<file path="src/design/irdig_pkg.sv">
// ----------------------------------------------------------------------------
// irdig_pkg
// Shared constants, types and helper functions for the integer to radix
// digits converter.
// ----------------------------------------------------------------------------
`default_nettype none

package irdig_pkg;

    localparam int DEFAULT_VALUE_BITS = 31;
    localparam int RADIX_W            = 5;
    localparam int CHAR_W             = 7;
    localparam int BITS_PER_CYCLE     = 8;
    localparam int QUEUE_DEPTH        = 2;

    localparam logic [RADIX_W-1:0] RADIX_MIN      = 5'd2;
    localparam logic [RADIX_W-1:0] RADIX_MAX      = 5'd30;
    localparam logic [RADIX_W-1:0] RADIX_RESET    = 5'd10;
    localparam logic [RADIX_W-1:0] DECIMAL_DIGITS = 5'd10;

    localparam logic [CHAR_W-1:0] ASCII_ZERO = 7'd48;
    localparam logic [CHAR_W-1:0] ASCII_A    = 7'd65;

    typedef enum logic [1:0] {
        BK_IDLE,
        BK_DIV,
        BK_EMIT
    } back_state_t;

    function automatic logic [RADIX_W-1:0] clamp_radix(input logic [RADIX_W-1:0] r);
        logic [RADIX_W-1:0] k;
        k = r;
        if (r < RADIX_MIN)
        begin
            k = RADIX_MIN;
        end
        else if (r > RADIX_MAX)
        begin
            k = RADIX_MAX;
        end
        return k;
    endfunction

    function automatic logic [CHAR_W-1:0] digit_to_ascii(input logic [RADIX_W-1:0] d);
        logic [CHAR_W-1:0] c;
        if (d < DECIMAL_DIGITS)
        begin
            c = ASCII_ZERO + CHAR_W'(d);
        end
        else
        begin
            c = ASCII_A + CHAR_W'(d - DECIMAL_DIGITS);
        end
        return c;
    endfunction

endpackage

`default_nettype wire

</file>
<file path="src/design/irdig_front.sv">
// ----------------------------------------------------------------------------
// irdig_front
// Holds the radix register, accepts input values and queues each one
// together with the clamped radix it is to be converted with.
// ----------------------------------------------------------------------------
`default_nettype none

module irdig_front #(
    parameter int VALUE_BITS = irdig_pkg::DEFAULT_VALUE_BITS
) (
    input  wire logic                          clk,
    input  wire logic                          rst_n,
    input  wire logic                          cfg_valid,
    output logic                               cfg_ready,
    input  wire logic [irdig_pkg::RADIX_W-1:0] cfg_data,
    input  wire logic                          in_valid,
    output logic                               in_stall,
    input  wire logic [VALUE_BITS-1:0]         value,
    input  wire logic                          q_full,
    output logic                               q_push,
    output logic [VALUE_BITS-1:0]              q_value,
    output logic [irdig_pkg::RADIX_W-1:0]      q_radix
);
    import irdig_pkg::*;

    logic [RADIX_W-1:0] radix_reg;
    logic [RADIX_W-1:0] radix_next;

    assign cfg_ready  = 1'b1;
    assign radix_next = (cfg_valid && cfg_ready) ? cfg_data : radix_reg;

    always_ff @(posedge clk or negedge rst_n)
    begin
        if (!rst_n)
        begin
            radix_reg <= RADIX_RESET;
        end
        else
        begin
            radix_reg <= radix_next;
        end
    end

    assign in_stall = q_full;
    assign q_push   = in_valid && !q_full;
    assign q_value  = value;
    assign q_radix  = clamp_radix(radix_reg);

endmodule

`default_nettype wire

</file>
<file path="src/design/irdig_queue.sv">
// ----------------------------------------------------------------------------
// irdig_queue
// Two-entry queue carrying a value and its radix from the front to the
// back, so that either side can stall on its own.
// ----------------------------------------------------------------------------
`default_nettype none

module irdig_queue #(
    parameter int VALUE_BITS = irdig_pkg::DEFAULT_VALUE_BITS
) (
    input  wire logic                          clk,
    input  wire logic                          rst_n,
    input  wire logic                          push,
    input  wire logic [VALUE_BITS-1:0]         in_value,
    input  wire logic [irdig_pkg::RADIX_W-1:0] in_radix,
    output logic                               full,
    input  wire logic                          pop,
    output logic                               out_valid,
    output logic [VALUE_BITS-1:0]              out_value,
    output logic [irdig_pkg::RADIX_W-1:0]      out_radix
);
    import irdig_pkg::*;

    localparam int DATA_W  = VALUE_BITS + RADIX_W;
    localparam int PTR_W   = $clog2(QUEUE_DEPTH);
    localparam int COUNT_W = $clog2(QUEUE_DEPTH + 1);

    logic [DATA_W-1:0]  entry_reg [QUEUE_DEPTH];
    logic [PTR_W-1:0]   wr_ptr_reg;
    logic [PTR_W-1:0]   wr_ptr_next;
    logic [PTR_W-1:0]   rd_ptr_reg;
    logic [PTR_W-1:0]   rd_ptr_next;
    logic [COUNT_W-1:0] count_reg;
    logic [COUNT_W-1:0] count_next;
    logic [DATA_W-1:0]  head;

    assign full      = (count_reg == COUNT_W'(QUEUE_DEPTH));
    assign out_valid = (count_reg != '0);
    assign head      = entry_reg[rd_ptr_reg];
    assign out_value = head[VALUE_BITS-1:0];
    assign out_radix = head[DATA_W-1:VALUE_BITS];

    always_comb
    begin
        wr_ptr_next = push ? wr_ptr_reg + PTR_W'(1) : wr_ptr_reg;
        rd_ptr_next = pop ? rd_ptr_reg + PTR_W'(1) : rd_ptr_reg;
        count_next  = count_reg;
        if (push && !pop)
        begin
            count_next = count_reg + COUNT_W'(1);
        end
        else if (pop && !push)
        begin
            count_next = count_reg - COUNT_W'(1);
        end
    end

    always_ff @(posedge clk or negedge rst_n)
    begin
        if (!rst_n)
        begin
            wr_ptr_reg <= '0;
            rd_ptr_reg <= '0;
            count_reg  <= '0;
        end
        else
        begin
            wr_ptr_reg <= wr_ptr_next;
            rd_ptr_reg <= rd_ptr_next;
            count_reg  <= count_next;
        end
    end

    always_ff @(posedge clk)
    begin
        if (push)
        begin
            entry_reg[wr_ptr_reg] <= {in_radix, in_value};
        end
    end

endmodule

`default_nettype wire

</file>
<file path="src/design/irdig_back.sv">
// ----------------------------------------------------------------------------
// irdig_back
// Divides each value repeatedly by its radix, eight quotient bits per cycle,
// stacks the remainders and then emits them most significant digit first
// through an output register.
// ----------------------------------------------------------------------------
`default_nettype none

module irdig_back #(
    parameter int VALUE_BITS = irdig_pkg::DEFAULT_VALUE_BITS
) (
    input  wire logic                          clk,
    input  wire logic                          rst_n,
    input  wire logic                          q_valid,
    input  wire logic [VALUE_BITS-1:0]         q_value,
    input  wire logic [irdig_pkg::RADIX_W-1:0] q_radix,
    output logic                               q_pop,
    output logic                               out_valid,
    input  wire logic                          out_stall,
    output logic [irdig_pkg::CHAR_W-1:0]       digit_char,
    output logic                               last_digit
);
    import irdig_pkg::*;

    localparam int CHUNKS   = (VALUE_BITS + BITS_PER_CYCLE - 1) / BITS_PER_CYCLE;
    localparam int PAD_BITS = CHUNKS * BITS_PER_CYCLE;
    localparam int CHUNK_W  = (CHUNKS > 1) ? $clog2(CHUNKS) : 1;
    localparam int CNT_W    = $clog2(VALUE_BITS + 1);
    localparam int IDX_W    = $clog2(VALUE_BITS);

    back_state_t          state_reg;
    back_state_t          state_next;
    logic [PAD_BITS-1:0]  quo_reg;
    logic [PAD_BITS-1:0]  quo_next;
    logic [RADIX_W-1:0]   rem_reg;
    logic [RADIX_W-1:0]   rem_next;
    logic [RADIX_W-1:0]   radix_reg;
    logic [RADIX_W-1:0]   radix_next;
    logic [CHUNK_W-1:0]   chunk_reg;
    logic [CHUNK_W-1:0]   chunk_next;
    logic [CNT_W-1:0]     cnt_reg;
    logic [CNT_W-1:0]     cnt_next;
    logic                 out_valid_reg;
    logic                 out_valid_next;
    logic [CHAR_W-1:0]    digit_char_reg;
    logic                 last_digit_reg;

    logic [RADIX_W-1:0]   digit_stack [VALUE_BITS];
    logic                 stack_we;
    logic                 out_load;
    logic [CNT_W-1:0]     rd_cnt;
    logic [IDX_W-1:0]     rd_idx;
    logic                 emit_last;

    logic [RADIX_W:0]     part_rem;
    logic [PAD_BITS-1:0]  part_quo;
    logic [RADIX_W-1:0]   div_digit;

    // Restoring division of the current quotient by the radix, one bit per step.
    always_comb
    begin
        part_rem = {1'b0, rem_reg};
        part_quo = quo_reg;
        for (int i = 0; i < BITS_PER_CYCLE; i++)
        begin
            part_rem = {part_rem[RADIX_W-1:0], part_quo[PAD_BITS-1]};
            part_quo = {part_quo[PAD_BITS-2:0], 1'b0};
            if (part_rem >= {1'b0, radix_reg})
            begin
                part_rem    = part_rem - {1'b0, radix_reg};
                part_quo[0] = 1'b1;
            end
        end
    end

    assign div_digit = part_rem[RADIX_W-1:0];
    assign rd_cnt    = cnt_reg - CNT_W'(1);
    assign rd_idx    = rd_cnt[IDX_W-1:0];
    assign emit_last = (cnt_reg == CNT_W'(1));

    always_comb
    begin
        state_next = state_reg;
        quo_next   = quo_reg;
        rem_next   = rem_reg;
        radix_next = radix_reg;
        chunk_next = chunk_reg;
        cnt_next   = cnt_reg;
        q_pop      = 1'b0;
        stack_we   = 1'b0;
        out_load   = 1'b0;
        case (state_reg)
            BK_IDLE:
            begin
                if (q_valid)
                begin
                    q_pop      = 1'b1;
                    quo_next   = PAD_BITS'(q_value);
                    radix_next = q_radix;
                    rem_next   = '0;
                    chunk_next = '0;
                    cnt_next   = '0;
                    state_next = BK_DIV;
                end
            end
            BK_DIV:
            begin
                quo_next = part_quo;
                rem_next = div_digit;
                if (chunk_reg == CHUNK_W'(CHUNKS - 1))
                begin
                    stack_we   = 1'b1;
                    cnt_next   = cnt_reg + CNT_W'(1);
                    chunk_next = '0;
                    rem_next   = '0;
                    if (part_quo == '0)
                    begin
                        state_next = BK_EMIT;
                    end
                end
                else
                begin
                    chunk_next = chunk_reg + CHUNK_W'(1);
                end
            end
            BK_EMIT:
            begin
                if (!out_valid_reg || !out_stall)
                begin
                    out_load = 1'b1;
                    cnt_next = rd_cnt;
                    if (emit_last)
                    begin
                        state_next = BK_IDLE;
                    end
                end
            end
            default:
            begin
                state_next = BK_IDLE;
            end
        endcase
        out_valid_next = out_load || (out_valid_reg && out_stall);
    end

    always_ff @(posedge clk or negedge rst_n)
    begin
        if (!rst_n)
        begin
            state_reg     <= BK_IDLE;
            chunk_reg     <= '0;
            cnt_reg       <= '0;
            out_valid_reg <= 1'b0;
        end
        else
        begin
            state_reg     <= state_next;
            chunk_reg     <= chunk_next;
            cnt_reg       <= cnt_next;
            out_valid_reg <= out_valid_next;
        end
    end

    always_ff @(posedge clk)
    begin
        quo_reg   <= quo_next;
        rem_reg   <= rem_next;
        radix_reg <= radix_next;
    end

    always_ff @(posedge clk)
    begin
        if (stack_we)
        begin
            digit_stack[cnt_reg[IDX_W-1:0]] <= div_digit;
        end
    end

    always_ff @(posedge clk)
    begin
        if (out_load)
        begin
            digit_char_reg <= digit_to_ascii(digit_stack[rd_idx]);
            last_digit_reg <= emit_last;
        end
    end

    assign out_valid  = out_valid_reg;
    assign digit_char = digit_char_reg;
    assign last_digit = last_digit_reg;

endmodule

`default_nettype wire

</file>
<file path="src/design/integer_to_radix_digits.sv">
// ----------------------------------------------------------------------------
// integer_to_radix_digits: converts a value to ASCII digits in base 2 to 30.
// Each digit is computed in turn by the shared divider and stacked, then the
// digits are emitted from the stack; the next queued value is started only
// once the last digit is loaded for output. Asynchronous active-low reset.
// ----------------------------------------------------------------------------
`default_nettype none

module integer_to_radix_digits #(
    parameter int VALUE_BITS = irdig_pkg::DEFAULT_VALUE_BITS
) (
    input  wire logic                          clk,
    input  wire logic                          rst_n,
    input  wire logic                          cfg_valid,
    output logic                               cfg_ready,
    input  wire logic [irdig_pkg::RADIX_W-1:0] cfg_data,
    input  wire logic                          in_valid,
    output logic                               in_stall,
    input  wire logic [VALUE_BITS-1:0]         value,
    output logic                               out_valid,
    input  wire logic                          out_stall,
    output logic [irdig_pkg::CHAR_W-1:0]       digit_char,
    output logic                               last_digit
);
    import irdig_pkg::*;

    logic                  q_full;
    logic                  q_push;
    logic [VALUE_BITS-1:0] q_in_value;
    logic [RADIX_W-1:0]    q_in_radix;
    logic                  q_valid;
    logic                  q_pop;
    logic [VALUE_BITS-1:0] q_out_value;
    logic [RADIX_W-1:0]    q_out_radix;

    irdig_front #(
        .VALUE_BITS(VALUE_BITS)
    ) u_front (
        .clk       (clk),
        .rst_n     (rst_n),
        .cfg_valid (cfg_valid),
        .cfg_ready (cfg_ready),
        .cfg_data  (cfg_data),
        .in_valid  (in_valid),
        .in_stall  (in_stall),
        .value     (value),
        .q_full    (q_full),
        .q_push    (q_push),
        .q_value   (q_in_value),
        .q_radix   (q_in_radix)
    );

    irdig_queue #(
        .VALUE_BITS(VALUE_BITS)
    ) u_queue (
        .clk       (clk),
        .rst_n     (rst_n),
        .push      (q_push),
        .in_value  (q_in_value),
        .in_radix  (q_in_radix),
        .full      (q_full),
        .pop       (q_pop),
        .out_valid (q_valid),
        .out_value (q_out_value),
        .out_radix (q_out_radix)
    );

    irdig_back #(
        .VALUE_BITS(VALUE_BITS)
    ) u_back (
        .clk        (clk),
        .rst_n      (rst_n),
        .q_valid    (q_valid),
        .q_value    (q_out_value),
        .q_radix    (q_out_radix),
        .q_pop      (q_pop),
        .out_valid  (out_valid),
        .out_stall  (out_stall),
        .digit_char (digit_char),
        .last_digit (last_digit)
    );

endmodule

`default_nettype wire

</file>
<file path="config.mk">
export PLATFORM = sky130hd
export DESIGN_NAME = integer_to_radix_digits
export DESIGN_NICKNAME = d
export VERILOG_FILES = /design/src/design/irdig_pkg.sv /design/src/design/irdig_front.sv /design/src/design/irdig_queue.sv /design/src/design/irdig_back.sv /design/src/design/integer_to_radix_digits.sv
export SDC_FILE = /design/constraint.sdc
export NUM_CORES = 1
export LEC_CHECK = 0
export ABC_AREA = 1
export BUFFER_PORTS_ARGS = -buffer_cell sky130_fd_sc_hd__buf_2
export CAP_MARGIN = 5
export CORE_ASPECT_RATIO = 0.5
export CORE_MARGIN = 4
export CORE_UTILIZATION = 33
export CTS_CLUSTER_DIAMETER = 40
export DETAILED_ROUTE_END_ITERATION = 8
export PLACE_DENSITY = 0.51
export RECOVER_POWER = 100
export SYNTH_ARGS = -nofsm -noshare
export SYNTH_HDL_FRONTEND = slang
export SYNTH_SLANG_ARGS = --single-unit
</file>
<file path="constraint.sdc">
create_clock -name clk -period 14.7 [get_ports clk]
set_clock_uncertainty 0.05 [all_clocks]
set_input_delay 2.205 -clock clk [delete_from_list [all_inputs] [get_ports clk]]
set_output_delay 2.205 -clock clk [all_outputs]
set_load 0.1 [all_outputs]
</file>
==> flow_metrics.py <==
metrics = {
    "critical_path": {
        "worstSetupPathType": "register to register",
        "crit_top_cell": "nand2_1",
        "r2r_setup_slack_ps": 1430,
        "startpoint_type": "register",
        "cp.required_ps": 14780,
        "path_max_fanout": 16,
        "r2r_end": "u_back.digit_stack[22][2]",
        "setup.worst_path.end_class": "register",
        "r2r_start": "u_back.radix_reg[0]",
        "slowest_delay_ps": 680,
        "cp.arrival_ps": 13350,
        "reg2reg_depth": 75,
        "slowest_stage": "edfxtp_1",
    },
    "global_route": {
        "grt_util_all_layers_pct": 14.82,
        "grt_overflow": 0,
        "grt_pass1_wl_um": 54280,
        "grt_pass1_vias": 9654,
        "antenna_found_initial": 0,
        "grt_max_degree": 79,
    },
    "clock_network": {
        "cts_root_buf": "clkbuf_16",
        "cts_tree": "done",
        "clk_pin_slew_ps": 60,
        "clock_latency_ps": 520,
        "cts.sinks": 296,
        "cts_buffers": 35,
        "cts_buffer_depth": 3,
        "htreeDepth": 2,
    },
    "yosys": {
        "syn_area_per_cell_um2": 10.86,
        "syn_inst": 1302,
        "yosysSeqAreaShare_pct": 62.18,
        "synth_edf_count": 277,
        "synth-seq-cells": 296,
        "yosys-top-cells-area": "edfxtp_1, nand2_1, ha_1, nor2_1, o21ai_0",
        "async_flop_share_pct": 6.419,
        "ys.flop_type": "edfxtp_1",
        "yosys.area.top_type": "edfxtp_1",
        "synth_area_um2": 14140,
        "ys_types": 47,
        "syn_nets": 1403,
        "yosysTopAreaCellShare_pct": 58.81,
        "ys.warnings.count": 0,
    },
    "floorplanning": {
        "io_pins": 52,
        "start_util_pct": 33.54,
        "fp.coreArea_um2": 42180,
        "die_w_um": 300.8,
        "rows": 53,
        "fp.dieArea_um2": 46440,
        "die_y_um": 154.4,
    },
    "sta": {
        "hold_viol_final": 0,
        "worstMarginPinSlew_ps": 3443,
        "fin_ws_ps": 1432,
        "rsz0062_at_grt": "false",
        "tns_ps": 0,
        "maxSlewViolCount": 336,
        "finalSetupViolCount": 0,
        "slew_headroom_pct": -129.5,
        "holdWs_ps": 464.6,
        "post-route-period-util_pct": 90.26,
        "max_freq_ghz": 0.07537,
        "finalCriticalPeriod_ps": 13270,
    },
    "power": {
        "p_comb_share_pct": 3.7,
        "power.internal_w": 0.001522,
        "p_leak_nw": 6.054,
        "p_clk_share_pct": 45.3,
        "p_per_area_nw_per_um2": 119.9,
        "switching_share_pct": 21.80,
        "power_frac_seq_pct": 51.0,
        "ir_drop_mv": 0.08504,
        "power.switching_w": 0.0004242,
    },
    "detailed_routing": {
        "first_iter_violations": 782,
        "dr.pass1.iters": 7,
        "avgRoutedWirePerCell_um": 17.84,
        "vias": 9801,
        "totalWireLength_um": 35000,
        "viasPerCell": 4.995,
        "drc": 0,
        "ant_nets": 0,
    },
    "placement": {
        "gp_congestion": 0.8867,
        "io_buffers": 50,
        "dp_hpwl_um": 22730,
        "dp_slack_ps": 1229,
    },
    "worst_hold_path": {
        "hold_depth": 2,
        "hold_class": "register to register",
        "hold_start": "u_front.radix_reg[1]",
        "holdPathEnd": "u_front.radix_reg[1]",
    },
    "finish": {
        "nNetsFinal": 1459,
        "layout-drive-gt1-share_pct": 10.11,
        "syn_to_final_growth_pct": 14.73,
        "fin_util_pct": 38.48,
        "num_antenna_cells": 0,
        "largest_register_ffs": 155,
    },
    "run_status": {
        "outcome": "complete, but fails checks",
        "violations": "capacitance limit, slew limit",
    },
    "job": {
        "max_cap_viol_count": 8,
    },
}
cells by family after synthesis:
kind of cell | after synthesis | share of synthesized area [%]
simple gates | 483 | 14.98
flops | 296 | 62.18
compound gates | 272 | 10.96
buf+inv | 161 | 4.317
fa+ha+maj | 60 | 5.732
xor+xnor | 29 | 1.796
other cells | 1 | 0.02651
worst max-delay path by stage:
stage	cells past startpoint	endpoint	slack, ps	from
after global routing	75	u_back.digit_stack[22][2]	110	u_back.radix_reg[0]
after CTS	74	u_back.digit_stack[23][1]	1190	u_back.radix_reg[1]
final	75	u_back.digit_stack[22][2]	1430	u_back.radix_reg[0]
after global placement	73	u_back.digit_stack[1][4]	1920	u_back.radix_reg[1]
after floorplan	74	u_back.digit_stack[0][0]	3430	u_back.radix_reg[1]
after detailed placement	74	u_back.digit_stack[18][1]	1230	u_back.radix_reg[1]
critical path: cells and delay by family (launching register included):
kind | cells | cell delay, ps
compound gates | 14 | 2810
flops | 1 | 680
fa+ha+maj | 9 | 3360
simple gates | 33 | 3970
buf+inv | 19 | 2000
power groups by stage:
stage	Sequential, W	Clock [W]	Combinational [W]
finish	0.000992	0.000882	0.0000723
CTS	0.000989	0.000907	0.0000780
global route	0.000996	0.000946	0.0000816
detailed placement	0.00101	0	0.0000776
global placement	0.00101	0	0.0000752
floorplan	0.00100	0	0.0000478
per-stage QoR:
step / total power [W] / instance area, µm² / std cells
6_report: 0.001946 / 16230 / 1962
5_1_grt: 0.002024 / 16230 / 1962
4_1_cts: 0.001973 / 16250 / 1957
3_5_place_dp: 0.001084 / 15050 / 1893
3_3_place_gp: 0.001080 / 15050 / 1893
2_1_floorplan: 0.001050 / 14140 / 1302
cell type report:
cell class                      instances  area, µm²
Inverter                              112      431.7
Sequential cell                       296       8797
Multi-Input combinational cell        845       4760
Timing Repair Buffer                   66      307.8
Fill cell                            4113      25950
Tap cell                              577      721.9
Clock inverter                         24      269.0
Timing Repair inverter                  2      15.01
Clock buffer                           40      925.9
per-layer routing:
| metal | global-route usage [%] | vias up | wire length (µm) |
|---|---|---|---|
| met5 | 0 | - | 0 |
| met4 | 3.861 | 0 | 680 |
| met3 | 2.819 | 56 | 1656 |
| met2 | 25.18 | 225 | 16830 |
| met1 | 19.58 | 4821 | 15830 |
| li1 | - | 4699 | - |
synth_stat cells (5+ instances only):
cell	number
nor3_1	6
fa_1	8
o22ai_1	23
inv_1	101
nor2_2	7
a22oi_1	5
nand3_1	48
inv_2	7
o21ai_1	6
nand2_2	8
nor2_1	168
o211ai_1	15
xor2_1	15
o221ai_1	14
xnor2_1	14
ha_1	52
o21ai_0	109
nand3_4	7
dfrtp_1	17
edfxtp_1	277
nand2_1	213
nor4_1	8
clkbuf_1	43
a21oi_1	81
placed cells by master, fill, tap and decap left out, types with 24 or more instances in the layout:
cell type / count
nor2_1: 168
nand3_1: 48
edfxtp_1: 277
buf_2: 24
clkbuf_16: 36
a21oi_1: 80
ha_1: 52
clkbuf_1: 37
o21ai_0: 109
inv_1: 98
nand2_1: 213
what timing repair did:
item,in CTS,in global routing
buffers inserted,0,3
endpoints found under the setup margin,0,155
hold buffers,0,0
endpoints found under the hold margin,0,0
gates resized for setup,0,5
No activity file was read; power rests on OpenSTA's default activity.
